File: src/sv/u8cc_pkg.sv
// ----------------------------------------------------------------------------
// u8cc_pkg
// Shared types and constants for the UTF-8 code point codec.
// ----------------------------------------------------------------------------
`default_nettype none

package u8cc_pkg;

    localparam int unsigned CP_W  = 21;
    localparam int unsigned CNT_W = 3;

    // command codes
    localparam logic CMD_DECODE = 1'b0;
    localparam logic CMD_ENCODE = 1'b1;

    // byte range limits
    localparam logic [7:0] HEAD1_MAX = 8'h7F;
    localparam logic [7:0] HEAD2_MIN = 8'hC0;
    localparam logic [7:0] HEAD2_MAX = 8'hDF;
    localparam logic [7:0] HEAD3_MIN = 8'hE0;
    localparam logic [7:0] HEAD3_MAX = 8'hEF;
    localparam logic [7:0] HEAD4_MIN = 8'hF0;
    localparam logic [7:0] HEAD4_MAX = 8'hF4;
    localparam logic [7:0] TAIL_MIN  = 8'h80;
    localparam logic [7:0] TAIL_MAX  = 8'hBF;

    // lead and tail markers for encode
    localparam logic [7:0] LEAD2 = 8'hC0;
    localparam logic [7:0] LEAD3 = 8'hE0;
    localparam logic [7:0] LEAD4 = 8'hF0;
    localparam logic [7:0] TAIL  = 8'h80;

    // code point thresholds
    localparam logic [CP_W-1:0] CP_MAX   = 21'h10FFFF;
    localparam logic [CP_W-1:0] CP_BMP   = 21'h00FFFF;
    localparam logic [CP_W-1:0] CP_LEN3  = 21'h000800;
    localparam logic [CP_W-1:0] CP_LEN2  = 21'h000080;

    // sequence lengths
    localparam logic [CNT_W-1:0] LEN_0 = 3'd0;
    localparam logic [CNT_W-1:0] LEN_1 = 3'd1;
    localparam logic [CNT_W-1:0] LEN_2 = 3'd2;
    localparam logic [CNT_W-1:0] LEN_3 = 3'd3;
    localparam logic [CNT_W-1:0] LEN_4 = 3'd4;

    typedef struct packed {
        logic             command;
        logic [CNT_W-1:0] byte_count;
        logic [7:0]       in_byte0;
        logic [7:0]       in_byte1;
        logic [7:0]       in_byte2;
        logic [7:0]       in_byte3;
        logic [CP_W-1:0]  code_in;
    } t_req;

    typedef struct packed {
        logic             ok;
        logic [CNT_W-1:0] seq_length;
        logic [7:0]       out_byte0;
        logic [7:0]       out_byte1;
        logic [7:0]       out_byte2;
        logic [7:0]       out_byte3;
        logic [CP_W-1:0]  code_out;
    } t_rsp;

endpackage

`default_nettype wire

File: src/sv/u8cc_decode.sv
// ----------------------------------------------------------------------------
// u8cc_decode
// Checks a window of up to four bytes and assembles the code point.
// ----------------------------------------------------------------------------
`default_nettype none

module u8cc_decode (
    input  wire u8cc_pkg::t_req i_req,
    output u8cc_pkg::t_rsp      o_rsp
);

    logic [7:0] b0, b1, b2, b3;
    logic       t1, t2, t3;
    logic       cnt1, cnt2, cnt3, cnt4;
    logic       hit1, hit2, hit3, hit4;

    assign b0 = i_req.in_byte0;
    assign b1 = i_req.in_byte1;
    assign b2 = i_req.in_byte2;
    assign b3 = i_req.in_byte3;

    assign t1 = (b1 >= u8cc_pkg::TAIL_MIN) && (b1 <= u8cc_pkg::TAIL_MAX);
    assign t2 = (b2 >= u8cc_pkg::TAIL_MIN) && (b2 <= u8cc_pkg::TAIL_MAX);
    assign t3 = (b3 >= u8cc_pkg::TAIL_MIN) && (b3 <= u8cc_pkg::TAIL_MAX);

    // counts above four behave as four, so plain >= compares are enough
    assign cnt1 = i_req.byte_count >= u8cc_pkg::LEN_1;
    assign cnt2 = i_req.byte_count >= u8cc_pkg::LEN_2;
    assign cnt3 = i_req.byte_count >= u8cc_pkg::LEN_3;
    assign cnt4 = i_req.byte_count >= u8cc_pkg::LEN_4;

    assign hit1 = cnt1 && (b0 <= u8cc_pkg::HEAD1_MAX);
    assign hit2 = cnt2 && (b0 >= u8cc_pkg::HEAD2_MIN) && (b0 <= u8cc_pkg::HEAD2_MAX) && t1;
    assign hit3 = cnt3 && (b0 >= u8cc_pkg::HEAD3_MIN) && (b0 <= u8cc_pkg::HEAD3_MAX)
                  && t1 && t2;
    assign hit4 = cnt4 && (b0 >= u8cc_pkg::HEAD4_MIN) && (b0 <= u8cc_pkg::HEAD4_MAX)
                  && t1 && t2 && t3;

    always_comb begin
        o_rsp = '0;
        if (hit1) begin
            o_rsp.seq_length = u8cc_pkg::LEN_1;
            o_rsp.code_out   = {14'd0, b0[6:0]};
        end else if (hit2) begin
            o_rsp.seq_length = u8cc_pkg::LEN_2;
            o_rsp.code_out   = {10'd0, b0[4:0], b1[5:0]};
        end else if (hit3) begin
            o_rsp.seq_length = u8cc_pkg::LEN_3;
            o_rsp.code_out   = {5'd0, b0[3:0], b1[5:0], b2[5:0]};
        end else if (hit4) begin
            o_rsp.seq_length = u8cc_pkg::LEN_4;
            o_rsp.code_out   = {b0[2:0], b1[5:0], b2[5:0], b3[5:0]};
        end
        o_rsp.ok = hit1 || hit2 || hit3 || hit4;
    end

endmodule

`default_nettype wire

File: src/sv/u8cc_encode.sv
// ----------------------------------------------------------------------------
// u8cc_encode
// Splits a code point into one to four UTF-8 bytes.
// ----------------------------------------------------------------------------
`default_nettype none

module u8cc_encode (
    input  wire u8cc_pkg::t_req i_req,
    output u8cc_pkg::t_rsp      o_rsp
);

    logic [u8cc_pkg::CP_W-1:0] cp;

    assign cp = i_req.code_in;

    always_comb begin
        o_rsp = '0;
        if (cp <= u8cc_pkg::CP_MAX) begin
            o_rsp.ok = 1'b1;
            if (cp > u8cc_pkg::CP_BMP) begin
                o_rsp.seq_length = u8cc_pkg::LEN_4;
                o_rsp.out_byte0  = u8cc_pkg::LEAD4 | {5'd0, cp[20:18]};
                o_rsp.out_byte1  = u8cc_pkg::TAIL  | {2'd0, cp[17:12]};
                o_rsp.out_byte2  = u8cc_pkg::TAIL  | {2'd0, cp[11:6]};
                o_rsp.out_byte3  = u8cc_pkg::TAIL  | {2'd0, cp[5:0]};
            end else if (cp >= u8cc_pkg::CP_LEN3) begin
                o_rsp.seq_length = u8cc_pkg::LEN_3;
                o_rsp.out_byte0  = u8cc_pkg::LEAD3 | {4'd0, cp[15:12]};
                o_rsp.out_byte1  = u8cc_pkg::TAIL  | {2'd0, cp[11:6]};
                o_rsp.out_byte2  = u8cc_pkg::TAIL  | {2'd0, cp[5:0]};
            end else if (cp >= u8cc_pkg::CP_LEN2) begin
                o_rsp.seq_length = u8cc_pkg::LEN_2;
                o_rsp.out_byte0  = u8cc_pkg::LEAD2 | {3'd0, cp[10:6]};
                o_rsp.out_byte1  = u8cc_pkg::TAIL  | {2'd0, cp[5:0]};
            end else begin
                o_rsp.seq_length = u8cc_pkg::LEN_1;
                o_rsp.out_byte0  = {1'b0, cp[6:0]};
            end
        end
    end

endmodule

`default_nettype wire

File: src/sv/utf8_codepoint_codec_core.sv
// ----------------------------------------------------------------------------
// utf8_codepoint_codec_core
// UTF-8 decode / encode of one request per beat, two register stages.
// ----------------------------------------------------------------------------
//
//  channel  | valid        | stall        | payload
//  ---------+--------------+--------------+----------------------
//  request  | i_in_valid   | o_in_stall   | i_in_data  (t_req)
//  result   | o_out_valid  | i_out_stall  | o_out_data (t_rsp)
//
//  Each request beat lands in the input register, goes through the decode
//  and encode logic and is captured in the result register. One beat per
//  cycle is sustained while i_out_stall stays low. Each stage loads whenever
//  it is empty or its content moves on, so a new beat is taken while a
//  finished result still waits under i_out_stall if the input register is
//  empty. Synchronous active-low reset clears only the stage valid flags.
// ----------------------------------------------------------------------------
`default_nettype none

module utf8_codepoint_codec_core (
    input  wire                 i_clk,
    input  wire                 i_rst_n,
    input  wire                 i_in_valid,
    output logic                o_in_stall,
    input  wire u8cc_pkg::t_req i_in_data,
    output logic                o_out_valid,
    input  wire                 i_out_stall,
    output u8cc_pkg::t_rsp      o_out_data
);

    // input stage
    logic           r_in_vld;
    u8cc_pkg::t_req r_in_req;

    // result stage
    logic           r_out_vld;
    u8cc_pkg::t_rsp r_out_rsp;

    logic           out_free;   // result register can take a new value
    logic           in_move;    // input register content moves to result
    logic           in_free;    // input register can take a new beat

    u8cc_pkg::t_rsp dec_rsp;
    u8cc_pkg::t_rsp enc_rsp;
    u8cc_pkg::t_rsp n_out_rsp;

    assign out_free = !r_out_vld || !i_out_stall;
    assign in_move  = r_in_vld && out_free;
    assign in_free  = !r_in_vld || out_free;

    assign o_in_stall  = !in_free;
    assign o_out_valid = r_out_vld;
    assign o_out_data  = r_out_rsp;

    u8cc_decode u_decode (
        .i_req (r_in_req),
        .o_rsp (dec_rsp)
    );

    u8cc_encode u_encode (
        .i_req (r_in_req),
        .o_rsp (enc_rsp)
    );

    // each path zeros the fields it does not own, so a plain select is enough
    assign n_out_rsp = (r_in_req.command == u8cc_pkg::CMD_ENCODE) ? enc_rsp : dec_rsp;

    always_ff @(posedge i_clk) begin
        if (!i_rst_n) begin
            r_in_vld <= 1'b0;
        end else if (in_free) begin
            r_in_vld <= i_in_valid;
        end
    end

    always_ff @(posedge i_clk) begin
        if (in_free && i_in_valid) begin
            r_in_req <= i_in_data;
        end
    end

    always_ff @(posedge i_clk) begin
        if (!i_rst_n) begin
            r_out_vld <= 1'b0;
        end else if (out_free) begin
            r_out_vld <= r_in_vld;
        end
    end

    always_ff @(posedge i_clk) begin
        if (in_move) begin
            r_out_rsp <= n_out_rsp;
        end
    end

    // ------------------------------------------------------------------------
    // checks
    // ------------------------------------------------------------------------

    // a rejected request leaves an all-zero result
    a_reject_zero: assert property (@(posedge i_clk) disable iff (!i_rst_n)
        (r_out_vld && !r_out_rsp.ok) |->
            (r_out_rsp.seq_length == u8cc_pkg::LEN_0 && r_out_rsp.code_out == '0 &&
             r_out_rsp.out_byte0 == 8'd0 && r_out_rsp.out_byte3 == 8'd0))
        else $error("rejected result carries nonzero payload");

    // an accepted result always has a length of one to four
    a_ok_len: assert property (@(posedge i_clk) disable iff (!i_rst_n)
        (r_out_vld && r_out_rsp.ok) |->
            (r_out_rsp.seq_length != u8cc_pkg::LEN_0 &&
             r_out_rsp.seq_length <= u8cc_pkg::LEN_4))
        else $error("accepted result with bad length");

    // the input stage only pushes back while it holds a beat
    a_stall_held: assert property (@(posedge i_clk) disable iff (!i_rst_n)
        o_in_stall |-> (r_in_vld && r_out_vld))
        else $error("input stall without a held beat");

    // a beat that leaves the input stage shows up as a result next cycle
    a_move_out: assert property (@(posedge i_clk) disable iff (!i_rst_n)
        in_move |=> r_out_vld)
        else $error("moved beat lost before the result register");

endmodule

`default_nettype wire

File: config.mk
export PLATFORM = sky130hd
export DESIGN_NAME = utf8_codepoint_codec_core
export DESIGN_NICKNAME = d
export VERILOG_FILES = /design/src/sv/u8cc_pkg.sv /design/src/sv/u8cc_decode.sv /design/src/sv/u8cc_encode.sv /design/src/sv/utf8_codepoint_codec_core.sv
export SDC_FILE = /design/constraint.sdc
export NUM_CORES = 1
export LEC_CHECK = 0
export BUFFER_PORTS_ARGS = -buffer_cell sky130_fd_sc_hd__buf_2
export CORE_MARGIN = 5
export CORE_UTILIZATION = 32
export CTS_BUF_LIST = sky130_fd_sc_hd__clkbuf_8
export DETAILED_ROUTE_END_ITERATION = 10
export PLACE_DENSITY = 0.58
export SLEW_MARGIN = 20
export SYNTH_ARGS = -nofsm -noshare
export SYNTH_HDL_FRONTEND = slang
export SYNTH_SLANG_ARGS = --single-unit
File: constraint.sdc
create_clock -name i_clk -period 12.6 [get_ports i_clk]
set_input_delay 1.26 -clock i_clk [delete_from_list [all_inputs] [get_ports i_clk]]
set_output_delay 1.26 -clock i_clk [all_outputs]
set_load 0.05 [all_outputs]
==> implementation parameters <==
Parameter                              Value

Power and ir drop
  Total leakage power    2.054 nW
  Worst voltage drop across the vdd grid    around 0.05 mV
  PwrDens    roughly 140 mW/mm2

CTS
  Level count of the clock H-tree    3
  Worst-Skew Late Latency    0.36 ns
  Reg clk slew, reported paths    0.10 ns
  CTS resizes    0
  Number of buffers inserted by hold repair at cts    0
  CTS Root Buffer Type    clkbuf_8
  CTS tree    yes
  Buffer levels on the longest clock path    2
  Setup Buffers After CTS    0
  Number of CTS-inserted buffers    9
  # clock sinks    112

Timing
  Final setup skew    around 0.007 ns
  Worst slew pin tran    0.9520 ns
  Worst slew margin relative to its limit    0.3600
  Unrepaired setup endpoints after global routing    no
  Final number of max-transition violations    0
  Highest clock frequency the design can meet    between 300 and 400 MHz
  Number of setup violations in the final report    0
  Final Hold Viols    0
  Setup TNS    0 ns
  Post-layout minimum cycle time    around 3.2 ns
  Portion of the clock cycle consumed by the worst path in the final layout    0.2527

Floorplanning
  DIE WIDTH    128.0 um
  Effective utilization at floorplan    0.3237
  Count of pins on the block boundary    120
  Placement Rows    43
  Overall die height    128.0 um
  Area of the core region    between 0.01 and 0.015 mm2
  Total die area    around 0.016 mm2

Logic synthesis
  Post-Syn Instances    282
  Total number of yosys warnings    0
  Flip-flop and latch count after synthesis    roughly 110
  Cell area after synthesis    0.004458 mm2
  Post-Syn Area per Cell    15.81 um2
  Number of unique standard cell types used by synthesis    48
  Main flop type after synthesis    edfxtp_1
  Post-synth EDFFs    110
  Sequential fraction of the synthesis area    0.7499
  Post-synthesis async set-or-reset flop share    0

Place
  HPWL after detailed placement    7.433 mm
  Global placement routability congestion    approximately 0.8
  Port-buffer cells    116

Global route
  Initial antenna violation count    1
  Total global-route track usage    0.1234
  Grt total ovfl    0
  Maximum number of pins on one net before global-route repair    58
  Global-route wire length before repair    about 15 mm
  Number of global-route vias before repair    around 2800

Critical path
  Critical Path Source Type    input port
  Req. time, crit path    roughly 11 ns
  Critical path origin    i_out_stall
  Endpoint of the worst register-to-register path    o_out_data[38]
  Worst Path Class, Setup    input port to primary output
  Category of the worst setup path capture point    primary output
  Slack of the worst reg-to-reg path    10.26 ns
  Worst Path Arrival    approximately 1.9 ns
  Worst reg-to-reg path cell count    4
  Last element of the critical path    o_in_stall
  Maximum net fanout on the critical path    3
  Worst reg2reg startpoint    r_in_req[18]

Cells and area
  Antenna diode count    0
  FF/Latch Area    0.003343 mm2
  Relative area change from synthesis to final layout    22.51%
  Area of combinational cells with multiple inputs    0.001061 mm2
  Number of nets in the layout    ~460
  Fillers    1311
  Share of post-route cells with drive strength above 1    0.3654
  Core utilization of the finished layout    0.3965

Flow run
  Number of maximum-capacitance constraint violations    0

Drt
  Overall routed net length    10.15 mm
  Iteration-0 DRC Markers    250
  Antenna viol nets, final    0
  Post-detailed-route via-to-cell ratio    around 4.8
  Initial DRT Pass Iterations    4
  Residual DRC    0
  Wire length per cell    17.36 um
  Routed vias    2812

Outcome
  Outcome    finished, final reports clean

Hold path
  Hold Path Class    flop to flop
synthesized netlist by cell type, types with 2 or more instances:
library cell | count | area share
a211oi_1 | 5 | 0.0084
a21o_1 | 8 | 0.013
a21oi_1 | 17 | 0.019
a221oi_1 | 5 | 0.0098
a22o_1 | 15 | 0.029
a31oi_1 | 3 | 0.0042
and2_1 | 10 | 0.014
and3_1 | 8 | 0.011
buf_1 | 2 | 0.0017
buf_2 | 4 | 0.0045
buf_4 | 4 | 0.0067
clkbuf_1 | 3 | 0.0025
dfxtp_1 | 2 | 0.0090
edfxtp_1 | 110 | 0.74
inv_1 | 3 | 0.0025
mux2i_1 | 5 | 0.011
nand2_1 | 7 | 0.0059
nand3_1 | 8 | 0.0090
nor2_1 | 13 | 0.011
nor2_2 | 2 | 0.0028
nor2b_1 | 2 | 0.0028
nor3_1 | 5 | 0.0056
nor3_2 | 2 | 0.0045
nor4_1 | 2 | 0.0028
nor4_2 | 2 | 0.0056
o21ai_0 | 9 | 0.010
o31a_1 | 2 | 0.0039
o31ai_1 | 2 | 0.0034
or2_2 | 2 | 0.0028
or4_1 | 2 | 0.0034
registers in the layout, summed over array words and instances, names as in the netlist:
signal and cells:
o_out_data 53, o_out_valid 1, r_in_req 57, r_in_vld 1
metal layers:
metal / part of all wire / routed length (um) / vias up / GRT usage
met2: 0.48 / 4881 / 88 / 0.1929
met3: 0.067 / 682 / 10 / 0.02708
met5: 0.0020 / 20 / - / 0
met4: 0.013 / 127 / 2 / 0.04494
li1: - / - / 1359 / -
met1: 0.44 / 4441 / 1353 / 0.1695
stage by stage:
step	std cells	setup slack, ns	instance area (um2)	power (mW)	hold WS (ns)
3_3_place_gp	569	9.435	5236	0.5336	0.4929
2_1_floorplan	284	6.915	4466	0.5073	0.4662
3_5_place_dp	569	9.415	5236	0.5348	0.5044
5_1_grt	585	9.377	5461	0.7917	0.5917
6_report	585	9.416	5461	0.7591	0.5316
4_1_cts	585	9.414	5461	0.7674	0.5324
area by class of cell:
cell class,count,area share
clock buffer,9,0.02268
clock inverter,7,0.01856
inverter,3,0.002062
multi-input combinational,156,0.1943
sequential,112,0.6121
tap,180,0.04124
timing repair buffer,118,0.1090
cells by family after synthesis:
group / Yosys count / synth area share
flip-flops: 112 / 0.7499
AO/OA/AOI/OAI: 72 / 0.1125
multiplexers: 6 / 0.01375
AND/OR/NAND/NOR: 75 / 0.1050
buffers and inverters: 16 / 0.01796
other: 1 / 0.0008412
worst min-delay path by stage:
stage	startpoint	endpoint	slack (ns)	cells after the start
detailed placement	r_in_vld	o_out_valid	0.50	2
CTS	r_in_vld	o_out_valid	0.53	2
floorplan	r_in_vld	o_out_valid	0.47	2
global route	r_in_vld	o_out_valid	0.59	2
global placement	r_in_vld	o_out_valid	0.49	2
finish	r_in_vld	o_out_valid	0.53	2
worst max-delay path: stages:
cell,delay (ns)
buf_2,0.12
and3_1,0.25
buf_2,0.29
report_power, final:
part | leakage, nW | switching, mW | total, mW | internal (mW)
Sequential | 1.06 | 0.0129 | 0.445 | 0.432
Clock | 0.112 | 0.120 | 0.234 | 0.114
Combinational | 0.880 | 0.0585 | 0.0799 | 0.0214
placed cells by master, fill, tap and decap left out, types with 2 or more instances in the layout:
cell type | synthesis | routed
nor2_1 | 13 | 13
or4_1 | 2 | 2
conb_1 | 1 | 3
nand2_1 | 7 | 7
o21ai_0 | 9 | 9
a31oi_1 | 3 | 3
clkbuf_8 | 0 | 9
a21oi_1 | 17 | 17
o31ai_1 | 2 | 2
and2_1 | 10 | 10
a22o_1 | 15 | 15
a21o_1 | 8 | 8
buf_2 | 4 | 116
nor2_2 | 2 | 2
mux2i_1 | 5 | 5
a221oi_1 | 5 | 5
bufinv_16 | 0 | 2
nor4_1 | 2 | 2
nor3_1 | 5 | 5
and3_1 | 8 | 8
edfxtp_1 | 110 | 110
nor3_2 | 2 | 2
inv_1 | 3 | 3
a211oi_1 | 5 | 5
or2_2 | 2 | 2
nor4_2 | 2 | 2
nand3_1 | 8 | 8
buf_4 | 4 | 2
dfxtp_1 | 2 | 2
o31a_1 | 2 | 2
Note: power is estimated with default switching activity, not from simulation.
